===== config.mk =====
export PLATFORM = sky130hd
export DESIGN_NAME = base64_lenient_decoder
export DESIGN_NICKNAME = d
export VERILOG_FILES = /design/src/sv/b64d_pkg.sv /design/src/sv/base64_lenient_decoder.sv /design/src/sv/b64d_front.sv /design/src/sv/b64d_queue.sv /design/src/sv/b64d_back.sv
export SDC_FILE = /design/constraint.sdc
export NUM_CORES = 1
export LEC_CHECK = 0
export BUFFER_PORTS_ARGS = -buffer_cell sky130_fd_sc_hd__clkbuf_2
export CAP_MARGIN = 20
export CELL_PAD_IN_SITES_DETAIL_PLACEMENT = 1
export CELL_PAD_IN_SITES_GLOBAL_PLACEMENT = 1
export CORE_ASPECT_RATIO = 2
export CORE_MARGIN = 4
export CORE_UTILIZATION = 44
export DETAILED_ROUTE_END_ITERATION = 8
export PLACE_DENSITY = 0.78
export SETUP_SLACK_MARGIN = 0.05
export SLEW_MARGIN = 25
export SYNTH_ARGS = -nofsm -noshare
export SYNTH_HDL_FRONTEND = slang
export SYNTH_SLANG_ARGS = --single-unit

===== constraint.sdc =====
create_clock -name aclk -period 2.04 [get_ports aclk]
set_input_delay 0 -clock aclk [delete_from_list [all_inputs] [get_ports aclk]]
set_output_delay 0 -clock aclk [all_outputs]
set_load 0.01 [all_outputs]

===== src/sv/b64d_pkg.sv =====
// ============================================================================
// b64d_pkg
// Shared types, character constants and the character classifier for the
// lenient base64 decoder.
// ============================================================================
`default_nettype none

package b64d_pkg;

    // Depth of the queue between the classify stage and the decode stage.
    localparam int unsigned QUEUE_DEPTH = 4;

    localparam int unsigned CHAR_W   = 8;
    localparam int unsigned SEXTET_W = 6;
    localparam int unsigned ACC_W    = 12;
    localparam int unsigned PEND_W   = 3;

    // Character codes.
    localparam logic [CHAR_W-1:0] CHAR_UPPER_A = 8'h41;
    localparam logic [CHAR_W-1:0] CHAR_UPPER_Z = 8'h5A;
    localparam logic [CHAR_W-1:0] CHAR_LOWER_A = 8'h61;
    localparam logic [CHAR_W-1:0] CHAR_LOWER_Z = 8'h7A;
    localparam logic [CHAR_W-1:0] CHAR_DIGIT_0 = 8'h30;
    localparam logic [CHAR_W-1:0] CHAR_DIGIT_9 = 8'h39;
    localparam logic [CHAR_W-1:0] CHAR_PLUS    = 8'h2B;
    localparam logic [CHAR_W-1:0] CHAR_MINUS   = 8'h2D;
    localparam logic [CHAR_W-1:0] CHAR_SLASH   = 8'h2F;
    localparam logic [CHAR_W-1:0] CHAR_UNDER   = 8'h5F;
    localparam logic [CHAR_W-1:0] CHAR_PAD     = 8'h3D;

    // Sextet values at the start of each alphabet range.
    localparam logic [SEXTET_W-1:0] SEXTET_LOWER_BASE = 6'd26;
    localparam logic [SEXTET_W-1:0] SEXTET_DIGIT_BASE = 6'd52;
    localparam logic [SEXTET_W-1:0] SEXTET_62         = 6'd62;
    localparam logic [SEXTET_W-1:0] SEXTET_63         = 6'd63;

    // Pending bit counts held between characters.
    localparam logic [PEND_W-1:0] PEND_0 = 3'd0;
    localparam logic [PEND_W-1:0] PEND_2 = 3'd2;
    localparam logic [PEND_W-1:0] PEND_4 = 3'd4;
    localparam logic [PEND_W-1:0] PEND_6 = 3'd6;

    typedef enum logic [1:0] {
        KIND_SEXTET,
        KIND_PAD,
        KIND_SKIP
    } b64d_kind_t;

    typedef struct packed {
        b64d_kind_t          kind;
        logic [SEXTET_W-1:0] sextet;
        logic                last;
    } b64d_item_t;

    function automatic b64d_item_t b64d_classify(input logic [CHAR_W-1:0] c,
                                                 input logic last);
        b64d_item_t item;
        item.kind   = KIND_SKIP;
        item.sextet = '0;
        item.last   = last;
        if (c >= CHAR_UPPER_A && c <= CHAR_UPPER_Z) begin
            item.kind   = KIND_SEXTET;
            item.sextet = SEXTET_W'(c - CHAR_UPPER_A);
        end else if (c >= CHAR_LOWER_A && c <= CHAR_LOWER_Z) begin
            item.kind   = KIND_SEXTET;
            item.sextet = SEXTET_W'(c - CHAR_LOWER_A) + SEXTET_LOWER_BASE;
        end else if (c >= CHAR_DIGIT_0 && c <= CHAR_DIGIT_9) begin
            item.kind   = KIND_SEXTET;
            item.sextet = SEXTET_W'(c - CHAR_DIGIT_0) + SEXTET_DIGIT_BASE;
        end else if (c == CHAR_PLUS || c == CHAR_MINUS) begin
            item.kind   = KIND_SEXTET;
            item.sextet = SEXTET_62;
        end else if (c == CHAR_SLASH || c == CHAR_UNDER) begin
            item.kind   = KIND_SEXTET;
            item.sextet = SEXTET_63;
        end else if (c == CHAR_PAD) begin
            item.kind   = KIND_PAD;
        end
        return item;
    endfunction

endpackage

`default_nettype wire


===== src/sv/base64_lenient_decoder.sv =====
// ============================================================================
// base64_lenient_decoder
// Lenient base64 decoder: one character in, at most one byte out per transfer.
// ============================================================================
// Usage:
//   Input channel s_axis_*: one character per transfer in s_axis_tdata, with
//   s_axis_tlast on the final character of a string. Standard and URL-safe
//   alphabets are both decoded; unknown characters are skipped and the first
//   '=' ends decoding for the rest of the string.
//   Output channel m_axis_*: one transfer per decoded byte, m_axis_tlast on
//   the one for the final character (sent with no byte if none); m_axis_tuser
//   flags whether m_axis_tdata carries a byte (it reads zero otherwise).
//   Throughput: one character per cycle while m_axis_tready stays high.
//   Each stage (classify register, queue, decode with output register)
//   handles one item a cycle unless the stage after it is full.
//   Path: the transfer loads the classify register, whose item moves on
//   into a queue entry and then through the decode into the output register.
//   Reset: aresetn low clears the queue, the pending bits, the pad flag and
//   both valid flags; no transfer is to be taken during reset (sender's duty).
//   Stall: when m_axis_tready is low the output register holds, the queue
//   fills, and s_axis_tready falls only once the queue and the classify
//   register are both full.
// ============================================================================
`default_nettype none

module base64_lenient_decoder #(
    parameter int unsigned QUEUE_DEPTH = b64d_pkg::QUEUE_DEPTH
) (
    input  wire        aclk,
    input  wire        aresetn,
    input  wire        s_axis_tvalid,
    output logic       s_axis_tready,
    input  wire  [7:0] s_axis_tdata,    // [7:0] char_code
    input  wire        s_axis_tlast,    // last_char
    output logic       m_axis_tvalid,
    input  wire        m_axis_tready,
    output logic [7:0] m_axis_tdata,    // [7:0] out_byte
    output logic       m_axis_tuser,    // [0] byte_valid
    output logic       m_axis_tlast     // end_of_string
);
    import b64d_pkg::*;

    // Classified items from the front stage into the queue.
    logic       push_valid, push_ready;
    b64d_item_t push_item;
    // Items from the queue into the decode stage.
    logic       pop_valid, pop_ready;
    b64d_item_t pop_item;

    // Accept and classify characters; drop plain skipped ones early.
    b64d_front u_front (
        .aclk          (aclk),
        .aresetn       (aresetn),
        .s_axis_tvalid (s_axis_tvalid),
        .s_axis_tready (s_axis_tready),
        .s_axis_tdata  (s_axis_tdata),
        .s_axis_tlast  (s_axis_tlast),
        .push_valid    (push_valid),
        .push_ready    (push_ready),
        .push_item     (push_item)
    );

    // Decouple classify and decode so each side can stall on its own.
    b64d_queue #(
        .DEPTH (QUEUE_DEPTH)
    ) u_queue (
        .aclk       (aclk),
        .aresetn    (aresetn),
        .push_valid (push_valid),
        .push_ready (push_ready),
        .push_item  (push_item),
        .pop_valid  (pop_valid),
        .pop_ready  (pop_ready),
        .pop_item   (pop_item)
    );

    // Accumulate sextets, emit bytes and end markers.
    b64d_back u_back (
        .aclk          (aclk),
        .aresetn       (aresetn),
        .pop_valid     (pop_valid),
        .pop_ready     (pop_ready),
        .pop_item      (pop_item),
        .m_axis_tvalid (m_axis_tvalid),
        .m_axis_tready (m_axis_tready),
        .m_axis_tdata  (m_axis_tdata),
        .m_axis_tuser  (m_axis_tuser),
        .m_axis_tlast  (m_axis_tlast)
    );

    // A result without a byte exists only to mark the end of a string.
    a_nobyte_is_end: assert property (@(posedge aclk) disable iff (!aresetn)
        (m_axis_tvalid && !m_axis_tuser) |-> (m_axis_tlast && m_axis_tdata == 8'h00))
        else $error("empty result without end of string");

endmodule

`default_nettype wire


===== src/sv/b64d_front.sv =====
// ============================================================================
// b64d_front
// Accept characters, classify them and hold one classified item for the queue.
// ============================================================================
`default_nettype none

module b64d_front (
    input  wire                          aclk,
    input  wire                          aresetn,
    input  wire                          s_axis_tvalid,
    output logic                         s_axis_tready,
    input  wire  [7:0]                   s_axis_tdata,   // [7:0] char_code
    input  wire                          s_axis_tlast,   // last_char
    output logic                         push_valid,
    input  wire                          push_ready,
    output b64d_pkg::b64d_item_t         push_item
);
    import b64d_pkg::*;

    logic       valid_reg, valid_next;
    b64d_item_t item_reg, item_next;
    b64d_item_t cls;
    logic       take;

    assign s_axis_tready = !valid_reg || push_ready;
    assign take          = s_axis_tvalid && s_axis_tready;
    assign cls           = b64d_classify(s_axis_tdata, s_axis_tlast);

    always_comb begin
        valid_next = valid_reg;
        item_next  = item_reg;
        if (valid_reg && push_ready) begin
            valid_next = 1'b0;
        end
        if (take) begin
            // drop skipped characters that do not close the string
            valid_next = !(cls.kind == KIND_SKIP && !cls.last);
            item_next  = cls;
        end
    end

    always_ff @(posedge aclk) begin
        if (!aresetn) begin
            valid_reg <= 1'b0;
        end else begin
            valid_reg <= valid_next;
        end
        item_reg <= item_next;
    end

    assign push_valid = valid_reg;
    assign push_item  = item_reg;

endmodule

`default_nettype wire


===== src/sv/b64d_queue.sv =====
// ============================================================================
// b64d_queue
// Small FIFO of classified items between the classify and decode stages.
// ============================================================================
`default_nettype none

module b64d_queue #(
    parameter int unsigned DEPTH = b64d_pkg::QUEUE_DEPTH
) (
    input  wire                          aclk,
    input  wire                          aresetn,
    input  wire                          push_valid,
    output logic                         push_ready,
    input  wire  b64d_pkg::b64d_item_t   push_item,
    output logic                         pop_valid,
    input  wire                          pop_ready,
    output b64d_pkg::b64d_item_t         pop_item
);
    import b64d_pkg::*;

    localparam int unsigned PTR_W = (DEPTH > 1) ? $clog2(DEPTH) : 1;
    localparam int unsigned CNT_W = $clog2(DEPTH + 1);

    b64d_item_t       slot_reg [DEPTH];
    logic [PTR_W-1:0] wr_ptr_reg, wr_ptr_next;
    logic [PTR_W-1:0] rd_ptr_reg, rd_ptr_next;
    logic [CNT_W-1:0] count_reg,  count_next;
    logic             do_push, do_pop;

    assign push_ready = (count_reg != CNT_W'(DEPTH));
    assign pop_valid  = (count_reg != '0);
    assign pop_item   = slot_reg[rd_ptr_reg];
    assign do_push    = push_valid && push_ready;
    assign do_pop     = pop_valid && pop_ready;

    always_comb begin
        wr_ptr_next = wr_ptr_reg;
        rd_ptr_next = rd_ptr_reg;
        count_next  = count_reg;
        if (do_push) begin
            wr_ptr_next = (wr_ptr_reg == PTR_W'(DEPTH - 1)) ? '0 : wr_ptr_reg + 1'b1;
        end
        if (do_pop) begin
            rd_ptr_next = (rd_ptr_reg == PTR_W'(DEPTH - 1)) ? '0 : rd_ptr_reg + 1'b1;
        end
        if (do_push && !do_pop) begin
            count_next = count_reg + 1'b1;
        end else if (do_pop && !do_push) begin
            count_next = count_reg - 1'b1;
        end
    end

    always_ff @(posedge aclk) begin
        if (!aresetn) begin
            wr_ptr_reg <= '0;
            rd_ptr_reg <= '0;
            count_reg  <= '0;
        end else begin
            wr_ptr_reg <= wr_ptr_next;
            rd_ptr_reg <= rd_ptr_next;
            count_reg  <= count_next;
        end
        if (do_push) begin
            slot_reg[wr_ptr_reg] <= push_item;
        end
    end

    a_count_bound: assert property (@(posedge aclk) disable iff (!aresetn)
        count_reg <= CNT_W'(DEPTH))
        else $error("queue count above depth");

    a_ptr_gap: assert property (@(posedge aclk) disable iff (!aresetn)
        (count_reg == '0) |-> (wr_ptr_reg == rd_ptr_reg))
        else $error("empty queue with pointers apart");

endmodule

`default_nettype wire


===== src/sv/b64d_back.sv =====
// ============================================================================
// b64d_back
// Gather sextets into bytes and drive the registered result channel.
// ============================================================================
`default_nettype none

module b64d_back (
    input  wire                          aclk,
    input  wire                          aresetn,
    input  wire                          pop_valid,
    output logic                         pop_ready,
    input  wire  b64d_pkg::b64d_item_t   pop_item,
    output logic                         m_axis_tvalid,
    input  wire                          m_axis_tready,
    output logic [7:0]                   m_axis_tdata,   // [7:0] out_byte
    output logic                         m_axis_tuser,   // byte_valid
    output logic                         m_axis_tlast    // end_of_string
);
    import b64d_pkg::*;

    logic [ACC_W-1:0]  acc_reg,  acc_next;
    logic [PEND_W-1:0] pend_reg, pend_next;
    logic              pad_reg,  pad_next;

    logic              mv_reg, mv_next;
    logic [7:0]        mdata_reg, mdata_next;
    logic              muser_reg, muser_next;
    logic              mlast_reg, mlast_next;

    logic [ACC_W-1:0]  acc_new;
    logic [ACC_W-1:0]  acc_shift;
    logic              have_byte;
    logic              do_pop;

    assign pop_ready = !mv_reg || m_axis_tready;
    assign do_pop    = pop_valid && pop_ready;
    assign acc_new   = {acc_reg[ACC_W-SEXTET_W-1:0], pop_item.sextet};

    always_comb begin
        acc_next   = acc_reg;
        pend_next  = pend_reg;
        pad_next   = pad_reg;
        have_byte  = 1'b0;
        acc_shift  = acc_new;
        mv_next    = mv_reg && !m_axis_tready;
        mdata_next = mdata_reg;
        muser_next = muser_reg;
        mlast_next = mlast_reg;
        if (do_pop) begin
            if (!pad_reg) begin
                if (pop_item.kind == KIND_PAD) begin
                    pad_next = 1'b1;
                end else if (pop_item.kind == KIND_SEXTET) begin
                    acc_next = acc_new;
                    // pending 0 -> 6 bits held; 2/4/6 -> a byte, 0/2/4 left
                    case (pend_reg)
                        PEND_0: begin
                            pend_next = PEND_6;
                        end
                        PEND_2: begin
                            pend_next = PEND_0;
                            have_byte = 1'b1;
                        end
                        PEND_4: begin
                            pend_next = PEND_2;
                            have_byte = 1'b1;
                            acc_shift = acc_new >> 2;
                        end
                        PEND_6: begin
                            pend_next = PEND_4;
                            have_byte = 1'b1;
                            acc_shift = acc_new >> 4;
                        end
                        default: begin
                            pend_next = PEND_0;
                        end
                    endcase
                end
            end
            if (have_byte || pop_item.last) begin
                mv_next    = 1'b1;
                mdata_next = have_byte ? acc_shift[7:0] : 8'h00;
                muser_next = have_byte;
                mlast_next = pop_item.last;
            end
            if (pop_item.last) begin
                acc_next  = '0;
                pend_next = PEND_0;
                pad_next  = 1'b0;
            end
        end
    end

    always_ff @(posedge aclk) begin
        if (!aresetn) begin
            acc_reg  <= '0;
            pend_reg <= PEND_0;
            pad_reg  <= 1'b0;
            mv_reg   <= 1'b0;
        end else begin
            acc_reg  <= acc_next;
            pend_reg <= pend_next;
            pad_reg  <= pad_next;
            mv_reg   <= mv_next;
        end
        mdata_reg <= mdata_next;
        muser_reg <= muser_next;
        mlast_reg <= mlast_next;
    end

    assign m_axis_tvalid = mv_reg;
    assign m_axis_tdata  = mdata_reg;
    assign m_axis_tuser  = muser_reg;
    assign m_axis_tlast  = mlast_reg;

    a_pend_even: assert property (@(posedge aclk) disable iff (!aresetn)
        pend_reg == PEND_0 || pend_reg == PEND_2 || pend_reg == PEND_4 ||
        pend_reg == PEND_6)
        else $error("pending bit count out of range");

    a_clear_on_last: assert property (@(posedge aclk) disable iff (!aresetn)
        (do_pop && pop_item.last) |=> (pend_reg == PEND_0 && !pad_reg))
        else $error("state not cleared after last character");

endmodule

`default_nettype wire


==> results by group <==
GRT
  – Largest net degree at the start of global routing: 15
  – First-pass GRT wire length: around 13000 um
  – Number of global-route vias before repair: between 2000 and 3000
  – Gr usage total: 0.175
  – Grt ovf: 0
  – Initial antenna violation count: 0

Drt
  – Drt drc: 0
  – Post-DRT Antenna Nets: 0
  – DRT iter0 DRCs: between 150 and 200
  – Post-Route WL: 7830 um
  – Via count: 2365
  – Pre-antenna DRT Iters: 4
  – Vias per cell: 5.56
  – WL/cell: between 15 and 20 um

Synth
  – Avg Cell Area, Syn: 12.8 sq um
  – Most area-hungry cell type in the Yosys netlist: edfxtp_1
  – Synth unique cells: approximately 50
  – Post-synth top flop: edfxtp_1
  – Post-synthesis async set-or-reset flop share: 0
  – Synthesized Nets: 315
  – Cells after synthesis: 280
  – Register area share after synthesis: 0.571
  – Share of the synthesized area in the top cell type: 0.460
  – Number of flops mapped to enable cells by yosys: 55
  – Yosys reg bits: 75
  – Mapped Area: 0.00359 sq mm
  – Yosys Warn Count: 0
  – Largest cells by area after synthesis: edfxtp_1 (46%), dfxtp_1 (11%), ha_1 (7.3%)

STA
  – Total negative slack: 0 ns
  – Worst clock skew: ~0.0056 ns
  – Fmax: 0.504 GHz
  – Slew margin rel.: 0.654
  – Worst-margin pin slew: 0.515 ns
  – Final Hold Fails: 0
  – RSZ-0062 raised after global routing: true
  – Period utilization: 0.972
  – # setup viols final: 0
  – Min cycle time layout: between 1.5 and 2 ns
  – Final Worst Setup Slack: between 0.05 and 0.06 ns
  – Final Slew Violations: 0

Job
  – Max-Cap Viols: 0

Die
  – Die area: 0.00976 sq mm
  – Die X-Extent: 71.9 um
  – # IOs: 25
  – Site Rows: 46
  – Starting Density: 0.452
  – Die Ht: 136 um
  – Core area: slightly below 0.008 sq mm

Cells and area
  – Area Growth Syn to Fin: 19.2%
  – Final #Nets: 359
  – Largest register FFs: 36
  – Fraction of layout cells with a size suffix above 1: 0.225
  – Fillcell total: 820
  – Post-route cell area: 0.00428 sq mm
  – # diodes: 0

Placement
  – Post-Place Cell Area: 0.00392 sq mm
  – Pre-CTS worst setup slack: -0.0219 ns
  – IO Port Bufs: 24
  – Placer congestion estimate: 0.847
  – DP Wirelength: about 5900 um

CTS
  – H-Tree Depth: 3
  – CTS tree: yes
  – # clock sinks: 75
  – Worst skew pair latency: 0.33 ns
  – CTS max path bufs: 2
  – Clock slew at reported path FFs: approximately 0.060 ns
  – CTS Buf Count: 9
  – Root Driver: clkbuf_16

Power
  – Flop pwr share: 0.408
  – Leak: 1.66 nW
  – Worst vdd ir: 0.579 mV
  – Power per cell area: 1190 mW/mm^2
  – Net Sw Frac: 0.306
  – Sw Pwr: 0.00156 W
  – Comb pwr share: 0.291
  – Internal: 0.00354 W
  – Clock Power Share: 0.301

Run status
  – Status: completed

Critical path
  – CP Launch Type: register
  – Critical Path RT: 2.30 ns
  – Crit-path max FO: 2
  – Crit end category: register
  – Critical Path AT: 2.24 ns
  – Worst Path Class, Setup: reg -> reg

Worst hold path
  – HP Class: in -> reg
-- power by group through the flow --
stage | sequential (W) | combinational, W | clock [W]
after global routing | 0.00211 | 0.00161 | 0.00164
after CTS | 0.00209 | 0.00148 | 0.00157
after floorplan | 0.00210 | 0.000901 | 0
after detailed placement | 0.00211 | 0.00136 | 0
after global placement | 0.00209 | 0.00130 | 0
final | 0.00208 | 0.00148 | 0.00154
-- worst max-delay path, stage by stage, from the launching register on --
cell and delay [ns]:
dfxtp_1 0.34, nor3_4 0.21, nor2_2 0.07, inv_2 0.07
ha_2 0.19, inv_1 0.06, fa_2 0.35, xor2_1 0.19
or3_1 0.32, a21boi_1 0.13
-- cell families after synthesis --
logic type	after synthesis	synth area share
and+or+nand+nor	76	0.115
DFF	75	0.571
AOI/OAI and AO/OA	57	0.0999
buffers and inverters	24	0.0275
adders and majority gates	22	0.0787
muxes	21	0.0961
xor gates and xnor gates	5	0.0122
-- cell usage after synthesis, types with 2 or more instances --
cell type and instances:
a31oi_1 3, nor4_1 2, and2_1 6, xor2_1 2, buf_1 2, a22oi_1 11, nand3_1 3, nor2_1 19
mux4_2 3, edfxtp_1 55, and3_1 3, nand2b_1 3, xnor2_1 3, clkbuf_1 5, dfxtp_1 20, o211ai_1 3
o21ai_0 11, nor3_1 3, mux2i_1 12, inv_1 15, o21a_1 2, nand2_1 14, nand4_1 4, nor2b_1 10
o31ai_1 2, ha_1 21, a21o_1 2, mux4_1 6, a21oi_1 15
-- per-layer routing --
metal  part of all wire  GRT usage  wire length (um)
met3              0.026     0.0327               201
met4              0.031     0.0900               242
met1               0.31      0.148              2460
met2               0.63      0.361              4930
met5                  0          0                 0
-- path summary, 6_finish.rpt --
kind,depth (start not counted),start,endpoint,slack [ns]
max,9,u_queue.count_reg[2],u_queue.count_reg[2],0.06
min,3,m_axis_tready,u_back.m_axis_tvalid,0.03
max reg2reg,9,u_queue.count_reg[2],u_queue.count_reg[2],0.06
min reg2reg,0,u_front.push_item[8],u_queue.slot_reg[2][8],0.51
-- timing repair --
item,4_1_cts,5_1_grt
hold endpoints to repair,2,0
setup endpoints to repair,17,8
buffers inserted,3,0
hold buffers,2,0
gates resized for setup,4,3
pin swaps,2,2
-- cells in the final DEF, fill, tap and decap left out, drive strengths merged, types with 4 or more instances in the layout --
cell type  count
a21oi         15
a22oi         11
and2           6
buf           16
clkbuf        34
clkinv         5
dfxtp         20
edfxtp        55
ha            21
inv           15
mux2i         12
mux4           9
nand2         15
nand4          4
nor2          19
nor2b         10
nor3           4
o21ai         13
-- layout make-up --
type / count / area [sq um] / area share
Multi-Input combinational cell: 181 / 1480 / 0.346
Clock buffer: 10 / 229 / 0.0535
Clock inverter: 6 / 66.3 / 0.0155
Inverter: 15 / 56.3 / 0.0131
Sequential cell: 75 / 2060 / 0.480
Timing Repair Buffer: 42 / 273 / 0.0637
Tap cell: 96 / 120 / 0.0280
-- stage by stage --
stage	util	total power, W	hold slack (ns)	cells
6_report	0.539	0.00511	0.0338	425
5_1_grt	0.539	0.00537	0.0436	425
4_1_cts	0.538	0.00514	0.0184	425
3_5_place_dp	0.493	0.00347	0.202	404
3_3_place_gp	0.493	0.00339	0.206	404
2_1_floorplan	-	0.00300	0.0989	280
Power figures use the tool's default switching activity.
